### src/rtl/core/asrd_pkg.sv
// Package for the audio stream ring device.
// Holds operation codes, register offsets, the controller state type and
// the command and status structs between controller and datapath.
package asrd_pkg;

  typedef enum logic [1:0] {
    OP_REG_WR  = 2'd0,
    OP_REG_RD  = 2'd1,
    OP_BUF_WR  = 2'd2,
    OP_PULL    = 2'd3
  } op_t;

  // Register byte offsets on the bus side
  localparam logic [15:0] OFF_RATE  = 16'd0;
  localparam logic [15:0] OFF_CHAN  = 16'd4;
  localparam logic [15:0] OFF_BATCH = 16'd8;
  localparam logic [15:0] OFF_SIZE  = 16'd12;
  localparam logic [15:0] OFF_INIT  = 16'd16;
  localparam logic [15:0] OFF_COUNT = 16'd20;

  // Configuration register indexes
  localparam logic [1:0] CFG_RATE  = 2'd0;
  localparam logic [1:0] CFG_CHAN  = 2'd1;
  localparam logic [1:0] CFG_BATCH = 2'd2;

  localparam int CFG_DW = 18;

  typedef enum logic [1:0] {
    ST_IDLE   = 2'd0,
    ST_WRITE  = 2'd1,
    ST_RDWAIT = 2'd2
  } state_t;

  typedef struct packed {
    logic accept;   // take the input word
    logic wr_step;  // store one byte of a pending buffer write
    logic ld_now;   // load result computed from the input word
    logic ld_mem;   // load result from the store read port
    logic ld_wr;    // load result of a finished buffer write
  } cmd_t;

  typedef struct packed {
    logic slot_free;  // output register empty or draining this cycle
    logic imm_done;   // input word completes on acceptance
    logic is_pull;    // input word is a pull
    logic wr_last;    // last byte of a buffer write is being stored
  } status_t;

endpackage

### src/rtl/core/asrd_ctrl.sv
// Controller state machine of the audio stream ring device.
// Depends on asrd_pkg for the state type and the command/status structs.
module asrd_ctrl (
  input  logic              clk,
  input  logic              rst_n,
  input  logic              in_valid,
  input  asrd_pkg::status_t sts,
  output logic              in_stall,
  output asrd_pkg::cmd_t    cmd
);

  asrd_pkg::state_t state_r, state_nxt;

  always_ff @(posedge clk) begin
    if (!rst_n) begin
      state_r <= asrd_pkg::ST_IDLE;
    end else begin
      state_r <= state_nxt;
    end
  end

  always_comb begin
    state_nxt = state_r;
    case (state_r)
      asrd_pkg::ST_IDLE: begin
        if (in_valid && sts.slot_free && !sts.imm_done) begin
          state_nxt = sts.is_pull ? asrd_pkg::ST_RDWAIT : asrd_pkg::ST_WRITE;
        end
      end
      asrd_pkg::ST_WRITE: begin
        if (sts.wr_last) begin
          state_nxt = asrd_pkg::ST_IDLE;
        end
      end
      asrd_pkg::ST_RDWAIT: state_nxt = asrd_pkg::ST_IDLE;
      default:             state_nxt = asrd_pkg::ST_IDLE;
    endcase
  end

  always_comb begin
    cmd      = '0;
    in_stall = 1'b1;
    case (state_r)
      asrd_pkg::ST_IDLE: begin
        in_stall   = !sts.slot_free;
        cmd.accept = in_valid && sts.slot_free;
        cmd.ld_now = in_valid && sts.slot_free && sts.imm_done;
      end
      asrd_pkg::ST_WRITE: begin
        cmd.wr_step = 1'b1;
        cmd.ld_wr   = sts.wr_last;
      end
      asrd_pkg::ST_RDWAIT: cmd.ld_mem = 1'b1;
      default: begin
        cmd      = '0;
        in_stall = 1'b1;
      end
    endcase
  end

endmodule

### config.mk
export PLATFORM = sky130hd
export DESIGN_NAME = asrd_ctrl
export DESIGN_NICKNAME = d
export VERILOG_FILES = /design/src/rtl/core/asrd_pkg.sv /design/src/rtl/core/asrd_ctrl.sv
export SDC_FILE = /design/constraint.sdc
export NUM_CORES = 1
export LEC_CHECK = 0
export ABC_AREA = 1
export ABC_CLOCK_PERIOD_IN_PS = 1200
export BUFFER_PORTS_ARGS = -buffer_cell sky130_fd_sc_hd__buf_2
export CAP_MARGIN = 20
export CORE_AREA = 8 8 45 47
export DETAILED_ROUTE_END_ITERATION = 10
export DIE_AREA = 0 0 53 55
export GPL_TIMING_DRIVEN = 0
export SYNTH_ARGS = -nofsm -noshare
export SYNTH_HDL_FRONTEND = slang
export SYNTH_SLANG_ARGS = --single-unit
### constraint.sdc
create_clock -name clk -period 1.2 [get_ports clk]
set_clock_uncertainty 0.05 [all_clocks]
set_input_delay 0.12 -clock clk [delete_from_list [all_inputs] [get_ports clk]]
set_output_delay 0.12 -clock clk [all_outputs]
set_load 0.03 [all_outputs]
# Word-level counts from Yosys, hierarchy flattened
# Cells that the tools add are included.
# classes
n_eq_ne	4
mux	10
reduce_logical	7
# op_table
op	n
$mux 1	6
$mux 2	3
$ne 2x2->1 const B	2
$pmux 2 s2	1
$logic_and 1x1->1	3
$eq 2x1->1 const B	1
$eq 2x2->1 const B	1
$logic_not 1->1	2
$logic_not 2->1	1
$reduce_and 2->1	1
# word_totals
reg_bits	2
in_bits	7
output_inout_bits	6
elab_cells	22

# Logic depth before layout (Yosys ltp)
# Gate-level depths: netlist (run 1).
# depth
word_depth	4
depth_mapped	5
depth_no_buf	5

# Worst setup path before layout (run 1)
# OpenSTA, ideal clock, no wires.
# synth_timing
path_kind	reg-to-output
from	register state_r[0]
to	output port cmd[4] (netlist name)
arrival_time_ns	1.166
t_required_ns	1.030
path_slack_ns	-0.136
stages_incl_launch_ff	4
n_path_buf	0
cell_sequence	dfxtp_1 -> nor2_2 -> nand2_1 -> nor2_1
# synth_rtl
item	line	text
start: declaration	asrd_ctrl.sv:12	asrd_pkg::state_t state_r, state_nxt;
start signal: assignment	asrd_ctrl.sv:16	state_r <= asrd_pkg::ST_IDLE;
start signal: assignment	asrd_ctrl.sv:18	state_r <= state_nxt;
end: declaration	asrd_ctrl.sv:9	output asrd_pkg::cmd_t cmd

==> summary.md, run 1 <==
| Metric | Value |
|---|---|
| Status | `complete, but fails checks` |
| Violated checks | `negative setup slack` |
| Tot Pwr | `286.8 uW` |
| Fillers | `167` |
| Kind of critical path | `reg -> out` |
| Die width | `53 microns` |
| Distinct cells, synth | `9` |
| Worst path depth | `4` |
| Final Hold Vio Count | `0` |
| Worst R2R Start | `state_r[1]$_SDFFE_PN0P_` |
| Slew Limit Headroom | `88.74%` |
| R2R setup slack | `0.26 ns` |
| H-tree depth | `1` |
| Unrepaired setup endpoints after global routing | `true` |
| HP Start | `rst_n` |
| Port Buffer Count | `12` |
| FF-to-FF End | `state_r[0]$_SDFFE_PN0P_` |
| TritonCTS clock tree | `built` |
| Worst-Skew Late Latency | `0.22 ns` |
| CTS Sinks | `2` |
| Antenna violations before repair | `0` |
| PnR worst setup slack | `-0.005228 ns` |
| Worst reg2reg path depth | `6` |
| Switch share | `28.08%` |
| Crit-path slowest cell | `dfxtp_2` |
| Post-DP Area | `231.5 sq um` |
| Vias in the first global route | `193` |
| Worst-path cell chain | `nor2_4, nand2_4, nor3_4, buf_6` |
| CTS buffer count | `3` |
| Worst-margin pin slew | `0.1677 ns` |
| Pwr/cell area | `975.5 nW/um^2` |
| Max Slew Vio Count | `0` |
| Max incr delay on CP | `0.33 ns` |
| Clock Path Buffers | `2` |
| CP top delay family | `flip-flops` |
| Hold endpoint | `state_r[0]$_SDFFE_PN0P_` |
| YS warnings | `0` |
| Tcrit/Tclk final | `100.4%` |
| Clk pwr share | `52.0%` |
| CP Max Fanout | `3` |
| Max reg flops | `2` |
| Dpl hpwl | `364.6 microns` |
| Avg Inst Size Synth | `5.839 sq um` |
| Global-route wire length before repair | `669 microns` |
| Post-route cell area | `294.0 sq um` |
| Core Area | `1384 sq um` |
| Die Y | `55 microns` |
| Antenna Cells | `0` |
| RD Place Congestion | `0.6687` |
| Netlist Area Pre-Place | `140.1 sq um` |
| ANT nets after route | `0` |
| Layout Nets | `50` |
| Leak pwr | `0.1632 nW` |
| Initial drt markers | `2` |
| Pre-Repair DR Iteration Count | `2` |
| DR DRC count | `0` |
| Cts hold-fix bufs | `0` |
| Sw Pwr | `80.54 uW` |
| Clock Tree Root | `clkbuf_4` |
| CP endpoint kind | `output pin` |
| Area growth, synth to finish | `109.8%` |
| VDD IR-drop max | `0.1418 mV` |
| Min-Delay Path Depth | `3` |
| Worst EP required | `1.03 ns` |
| Seq cells post-synth | `2` |
| Pint | `206.3 uW` |
| Boundary pin count | `13` |
| Syn Nets | `31` |
| GR Overflow Total | `0` |
| CP Launch Type | `register` |
| Vias | `209` |
| Layout cell share with drive strength beyond 1 | `58.54%` |
| Mapped Cells | `24` |
| Fmax | `829.7 MHz` |
| WL final | `471 microns` |
| CP bufs+invs | `1` |
| CTS clock-pin slew for the worst setup and hold paths | `0.03 ns` |
| Comb pwr share | `23.4%` |
| Seq/Total Area, Yosys | `28.57%` |
| Min cycle time layout | `1.205 ns` |
| FP Rows | `14` |
| Top flop regs | `state_r (2)` |
| Place WS | `0.08228 ns` |
| GR Util All Layers | `3.603%` |
| Max-cap viol count | `0` |
| Via density | `3.667` |
| Wirelength per Cell | `8.263 microns` |
| Die ar. | `2915 sq um` |
| Initial core utilization | `10.13%` |
| Path type of the worst min-delay path | `in -> reg` |
| Pin count of the biggest net entering global routing | `5` |
| Final number of setup-violating endpoints | `1` |
| Largest Register | `state_r` |
| Worst path arrival time | `1.04 ns` |
| Sequential power share | `24.6%` |
-- per-stage QoR --
stage	std cells	util [%]	setup TNS [ns]	hold WS, ns
after global placement	52	16.73	0	0.3085
after detailed placement	52	16.73	0	0.3118
after floorplan	24	-	0	0.1822
final	57	21.25	-0.005228	0.07193
after global routing	57	21.25	-0.08009	0.09153
after CTS	57	20.61	-0.006555	0.06575
-- worst register-to-register path, stage by stage, from the launching register on --
cell and delay (ns):
dfxtp_2 0.33, nor2_4 0.14, buf_4 0.13, nand2_1 0.04, nor2_1 0.07, nor2_1 0.04
nor2_1 0.08
-- placed cells by master (no fill, tap or decap), drive strengths merged --
master   n
inv      6
nand3    3
nor3     2
nor2     8
nand2    2
dfxtp    2
buf     14
and3     1
clkbuf   3
-- synthesized netlist by cell type --
cell type / number / area (sq um)
nand2_1: 2 / 7.510
nand3_1: 3 / 15.01
nor3_1: 1 / 5.000
nor2_1: 7 / 26.28
and3_2: 1 / 7.510
nor3_2: 1 / 10.01
nor2_2: 1 / 6.260
dfxtp_1: 2 / 40.04
inv_1: 6 / 22.52
-- timing repair --
item                       4_1_cts  5_1_grt
pin swaps                        3        0
setup buffers                    2        0
gates resized for setup          6        2
setup endpoints to repair        2        2
hold endpoints to repair         0        0
-- worst max path at each step --
stage / from / endpoint
after detailed placement: state_r[0]$_SDFFE_PN0P_ / cmd[2]
after floorplan: state_r[0]$_SDFFE_PN0P_ / cmd[2]
after global routing: state_r[1]$_SDFFE_PN0P_ / cmd[2]
final: state_r[1]$_SDFFE_PN0P_ / cmd[2]
after CTS: state_r[1]$_SDFFE_PN0P_ / cmd[2]
after global placement: state_r[0]$_SDFFE_PN0P_ / cmd[2]
-- power by group through the flow --
| stage | Sequential [mW] | Clock [mW] | Combinational, mW |
|---|---|---|---|
| 2_1_floorplan | 0.0705 | 0 | 0.0363 |
| 3_3_place_gp | 0.0706 | 0 | 0.0574 |
| 3_5_place_dp | 0.0706 | 0 | 0.0579 |
| 4_1_cts | 0.0704 | 0.159 | 0.0643 |
| 5_1_grt | 0.0708 | 0.161 | 0.0723 |
| 6_report | 0.0706 | 0.149 | 0.0671 |
-- cell type report --
type | instances | area, sq um | share of cell area, %
multi-input cells | 16 | 98.84 | 33.62
repair buffers | 14 | 87.58 | 29.79
flip-flops and latches | 2 | 42.54 | 14.47
clock buffers | 3 | 22.52 | 7.660
inverters | 6 | 22.52 | 7.660
well taps | 16 | 20.02 | 6.809
-- routing by layer --
layer	share of wire, %	global-route usage [%]
met3	16	1.872
met4	7.2	6.466
met1	27	2.273
met2	50	5.664
met5	0	0
-- cell families after synthesis --
group,count (synthesis),share of synthesized area [%]
buffers and inverters,6,16.07
and+or+nand+nor,16,55.36
DFF,2,28.57
Power figures use the tool's default switching activity.
==> run 2, diff against run 1 <==
--- a/config.mk
+++ b/config.mk
@@ -6,7 +6,7 @@
 export NUM_CORES = 1
 export LEC_CHECK = 0
 export ABC_AREA = 1
-export ABC_CLOCK_PERIOD_IN_PS = 1200
+export ABC_CLOCK_PERIOD_IN_PS = 1020
 export BUFFER_PORTS_ARGS = -buffer_cell sky130_fd_sc_hd__buf_2
 export CAP_MARGIN = 20
 export CORE_AREA = 8 8 45 47
==> constraint.sdc (replaced) <==
create_clock -name clk -period 1.02 [get_ports clk]
set_clock_uncertainty 0.05 [all_clocks]
set_input_delay 0.102 -clock clk [delete_from_list [all_inputs] [get_ports clk]]
set_output_delay 0.102 -clock clk [all_outputs]
set_load 0.03 [all_outputs]
==> run 2 against run 1 <==
The flow still finishes with violations (negative setup slack). Critical path type unchanged. Worst hold slack worse by 0.028 ns. Critical endpoint unchanged. Die area is the same. Sequential power rose by 11%. Wire length up 13%. Sequential cell count unchanged. Combinational power up 35%. Critical path depth did not move. First-iteration DRC count increased by 50%. Via count fell by 0.96%. Highest routed layer is now met3.
==> summary.md, run 2 (synthesized netlist as in run 1, its figures left out) <==
| Metric | Value |
|---|---|
| Layout Nets | `51 (+2.0%)` |
| CP endpoint kind | `output pin` |
| Worst reg2reg path depth | `6 (unchanged)` |
| Place WS | `-0.04219 ns (-0.1245 ns)` |
| Max reg flops | `2 (unchanged)` |
| FP Rows | `14 (unchanged)` |
| Port Buffer Count | `12 (unchanged)` |
| DR DRC count | `0 (unchanged)` |
| VDD IR-drop max | `0.4165 mV (+190%)` |
| Antenna Cells | `0 (unchanged)` |
| Worst-Skew Late Latency | `0.23 ns (about the same)` |
| Clock Tree Root | `clkbuf_4` |
| Top flop regs | `state_r (2)` |
| HP Start | `rst_n` |
| Leak pwr | `0.1698 nW (+4.1%)` |
| Min cycle time layout | `1.184 ns` |
| Hold endpoint | `state_r[0]$_SDFFE_PN0P_` |
| Pre-Repair DR Iteration Count | `2 (unchanged)` |
| Commonest non-fill, non-tap cell in the layout | `buf_2` |
| CP top delay family | `flip-flops` |
| Die Y | `55 microns (unchanged)` |
| GR Util All Layers | `3.932% (+0.33 points)` |
| Via density | `3.569 (-2.7%)` |
| Tcrit/Tclk final | `116.1%` |
| CTS clock-pin slew for the worst setup and hold paths | `0.03 ns (about the same)` |
| Core Area | `1384 sq um (unchanged)` |
| Max incr delay on CP | `0.34 ns (about the same)` |
| GR Overflow Total | `0 (unchanged)` |
| Vias | `207 (-0.96%)` |
| Wirelength per Cell | `9.172 microns (+11%)` |
| Worst path arrival time | `1.03 ns (about the same)` |
| R2R setup slack | `0.07 ns (-0.19 ns)` |
| PnR worst setup slack | `-0.1644 ns (-0.1591 ns)` |
| Slew Limit Headroom | `89.11% (+0.38 points)` |
| FF+latch area | `47.55 sq um (+12%)` |
| Dpl hpwl | `402.6 microns (+10%)` |
| Worst EP required | `0.87 ns (-0.16 ns)` |
| Worst-path cell chain | `nor2_4, nand2_4, nor3_4, buf_6` |
| Tot Pwr | `345.6 uW (+20%)` |
| FF-to-FF End | `state_r[0]$_SDFFE_PN0P_` |
| Status | `complete, but fails checks` |
| Final Hold Vio Count | `0 (unchanged)` |
| RD Place Congestion | `0.6824 (+2.0%)` |
| Vias in the first global route | `189 (-2.1%)` |
| CP bufs+invs | `1 (unchanged)` |
| Multi-input gate area | `122.6 sq um (+24%)` |
| Largest Register | `state_r` |
| Pwr/cell area | `979.5 nW/um^2 (+0.42%)` |
| Min-Delay Path Depth | `3 (unchanged)` |
| Pin count of the biggest net entering global routing | `5 (unchanged)` |
| Number of cells after detailed placement | `52 (unchanged)` |
| Worst R2R Start | `state_r[0]$_SDFFE_PN0P_` |
| Die width | `53 microns (unchanged)` |
| Worst-margin pin slew | `0.1620 ns (-0.005615 ns)` |
| CTS buffer count | `3 (unchanged)` |
| CP Launch Type | `register` |
| Area growth, synth to finish | `151.8%` |
| Max-cap viol count | `0 (unchanged)` |
| Final number of setup-violating endpoints | `6 (+5)` |
| Boundary pin count | `13 (unchanged)` |
| Initial core utilization | `10.13% (unchanged)` |
| Non-filler cells, final | `58 (+1.8%)` |
| Max Slew Vio Count | `0 (unchanged)` |
| Global-route wire length before repair | `772 microns (+15%)` |
| Layout cell share with drive strength beyond 1 | `69.05% (+11 points)` |
| TritonCTS clock tree | `built` |
| WL final | `532 microns (+13%)` |
| Cts hold-fix bufs | `0 (unchanged)` |
| ANT nets after route | `0 (unchanged)` |
| Kind of critical path | `reg -> out` |
| Path type of the worst min-delay path | `in -> reg` |
| Unrepaired setup endpoints after global routing | `true` |
| CTS Sinks | `2 (unchanged)` |
| Violated checks | `negative setup slack` |
| Initial drt markers | `3 (+1)` |
| CP Max Fanout | `3 (unchanged)` |
| Antenna violations before repair | `0 (unchanged)` |
| Die ar. | `2915 sq um (unchanged)` |
| H-tree depth | `1 (unchanged)` |
| Most frequent cells in the layout | `7 x buf_2, 6 x buf_6, 4 x nor2_4, 4 x inv_1, 4 x nor2_1` |
| Clock Path Buffers | `2 (unchanged)` |
| Fmax | `844.3 MHz` |
| Crit-path slowest cell | `dfxtp_4` |
| Fillers | `149 (-11%)` |
[run 2: area by class of cell]
| type | instances | area share, % |
|---|---|---|
| Multi-Input combinational cell | 16 | 34.75 |
| Timing Repair Buffer | 15 | 33.33 |
| Sequential cell | 2 | 13.48 |
| Clock buffer | 3 | 6.383 |
| Inverter | 6 | 6.383 |
| Tap cell | 16 | 5.674 |
[run 2: stage by stage]
step	hold WS (ns)	setup TNS [ns]	util [%]	cell area [sq um]
2_1_floorplan	0.1642	-0.04868	-	162.7
3_3_place_gp	0.2883	-0.03183	17.54	242.7
3_5_place_dp	0.2863	-0.04219	17.54	242.7
4_1_cts	0.03767	-0.5818	23.51	325.3
5_1_grt	0.06111	-0.9760	25.50	352.8
6_report	0.04373	-0.6478	25.50	352.8
[run 2: worst reg2reg max path, cell delays in order, from the launching register on]
cell     delay (ns)
dfxtp_4        0.34
nor2_4         0.13
buf_4          0.12
nand2_1        0.04
nor2_1         0.09
nor2_1         0.05
nor2_1         0.08
[run 2: worst max-delay path by stage]
stage | start | endpoint | cells after the start
CTS | state_r[0]$_SDFFE_PN0P_ | cmd[2] | 4
global placement | state_r[1]$_SDFFE_PN0P_ | cmd[2] | 4
finish | state_r[0]$_SDFFE_PN0P_ | cmd[2] | 4
detailed placement | state_r[1]$_SDFFE_PN0P_ | cmd[2] | 4
global route | state_r[0]$_SDFFE_PN0P_ | cmd[2] | 4
floorplan | state_r[1]$_SDFFE_PN0P_ | cmd[2] | 3
[run 2: timing repair]
action | CTS | global route
pin swaps | 4 | 1
buffers inserted | 2 | 1
endpoints found under the setup margin | 6 | 7
resized for setup | 16 | 6
[run 2: metal layers]
layer,GRT usage [%],share of wire [%],wire [microns]
met5,0,0,0
met4,3.879,0,0
met3,4.545,16,85
met2,5.273,52,279
met1,2.883,31,167
[run 2: report_power, final]
part | switching, mW | internal [mW]
Clock | 0.0468 | 0.130
Sequential | 0.00201 | 0.0764
Combinational | 0.0515 | 0.0390
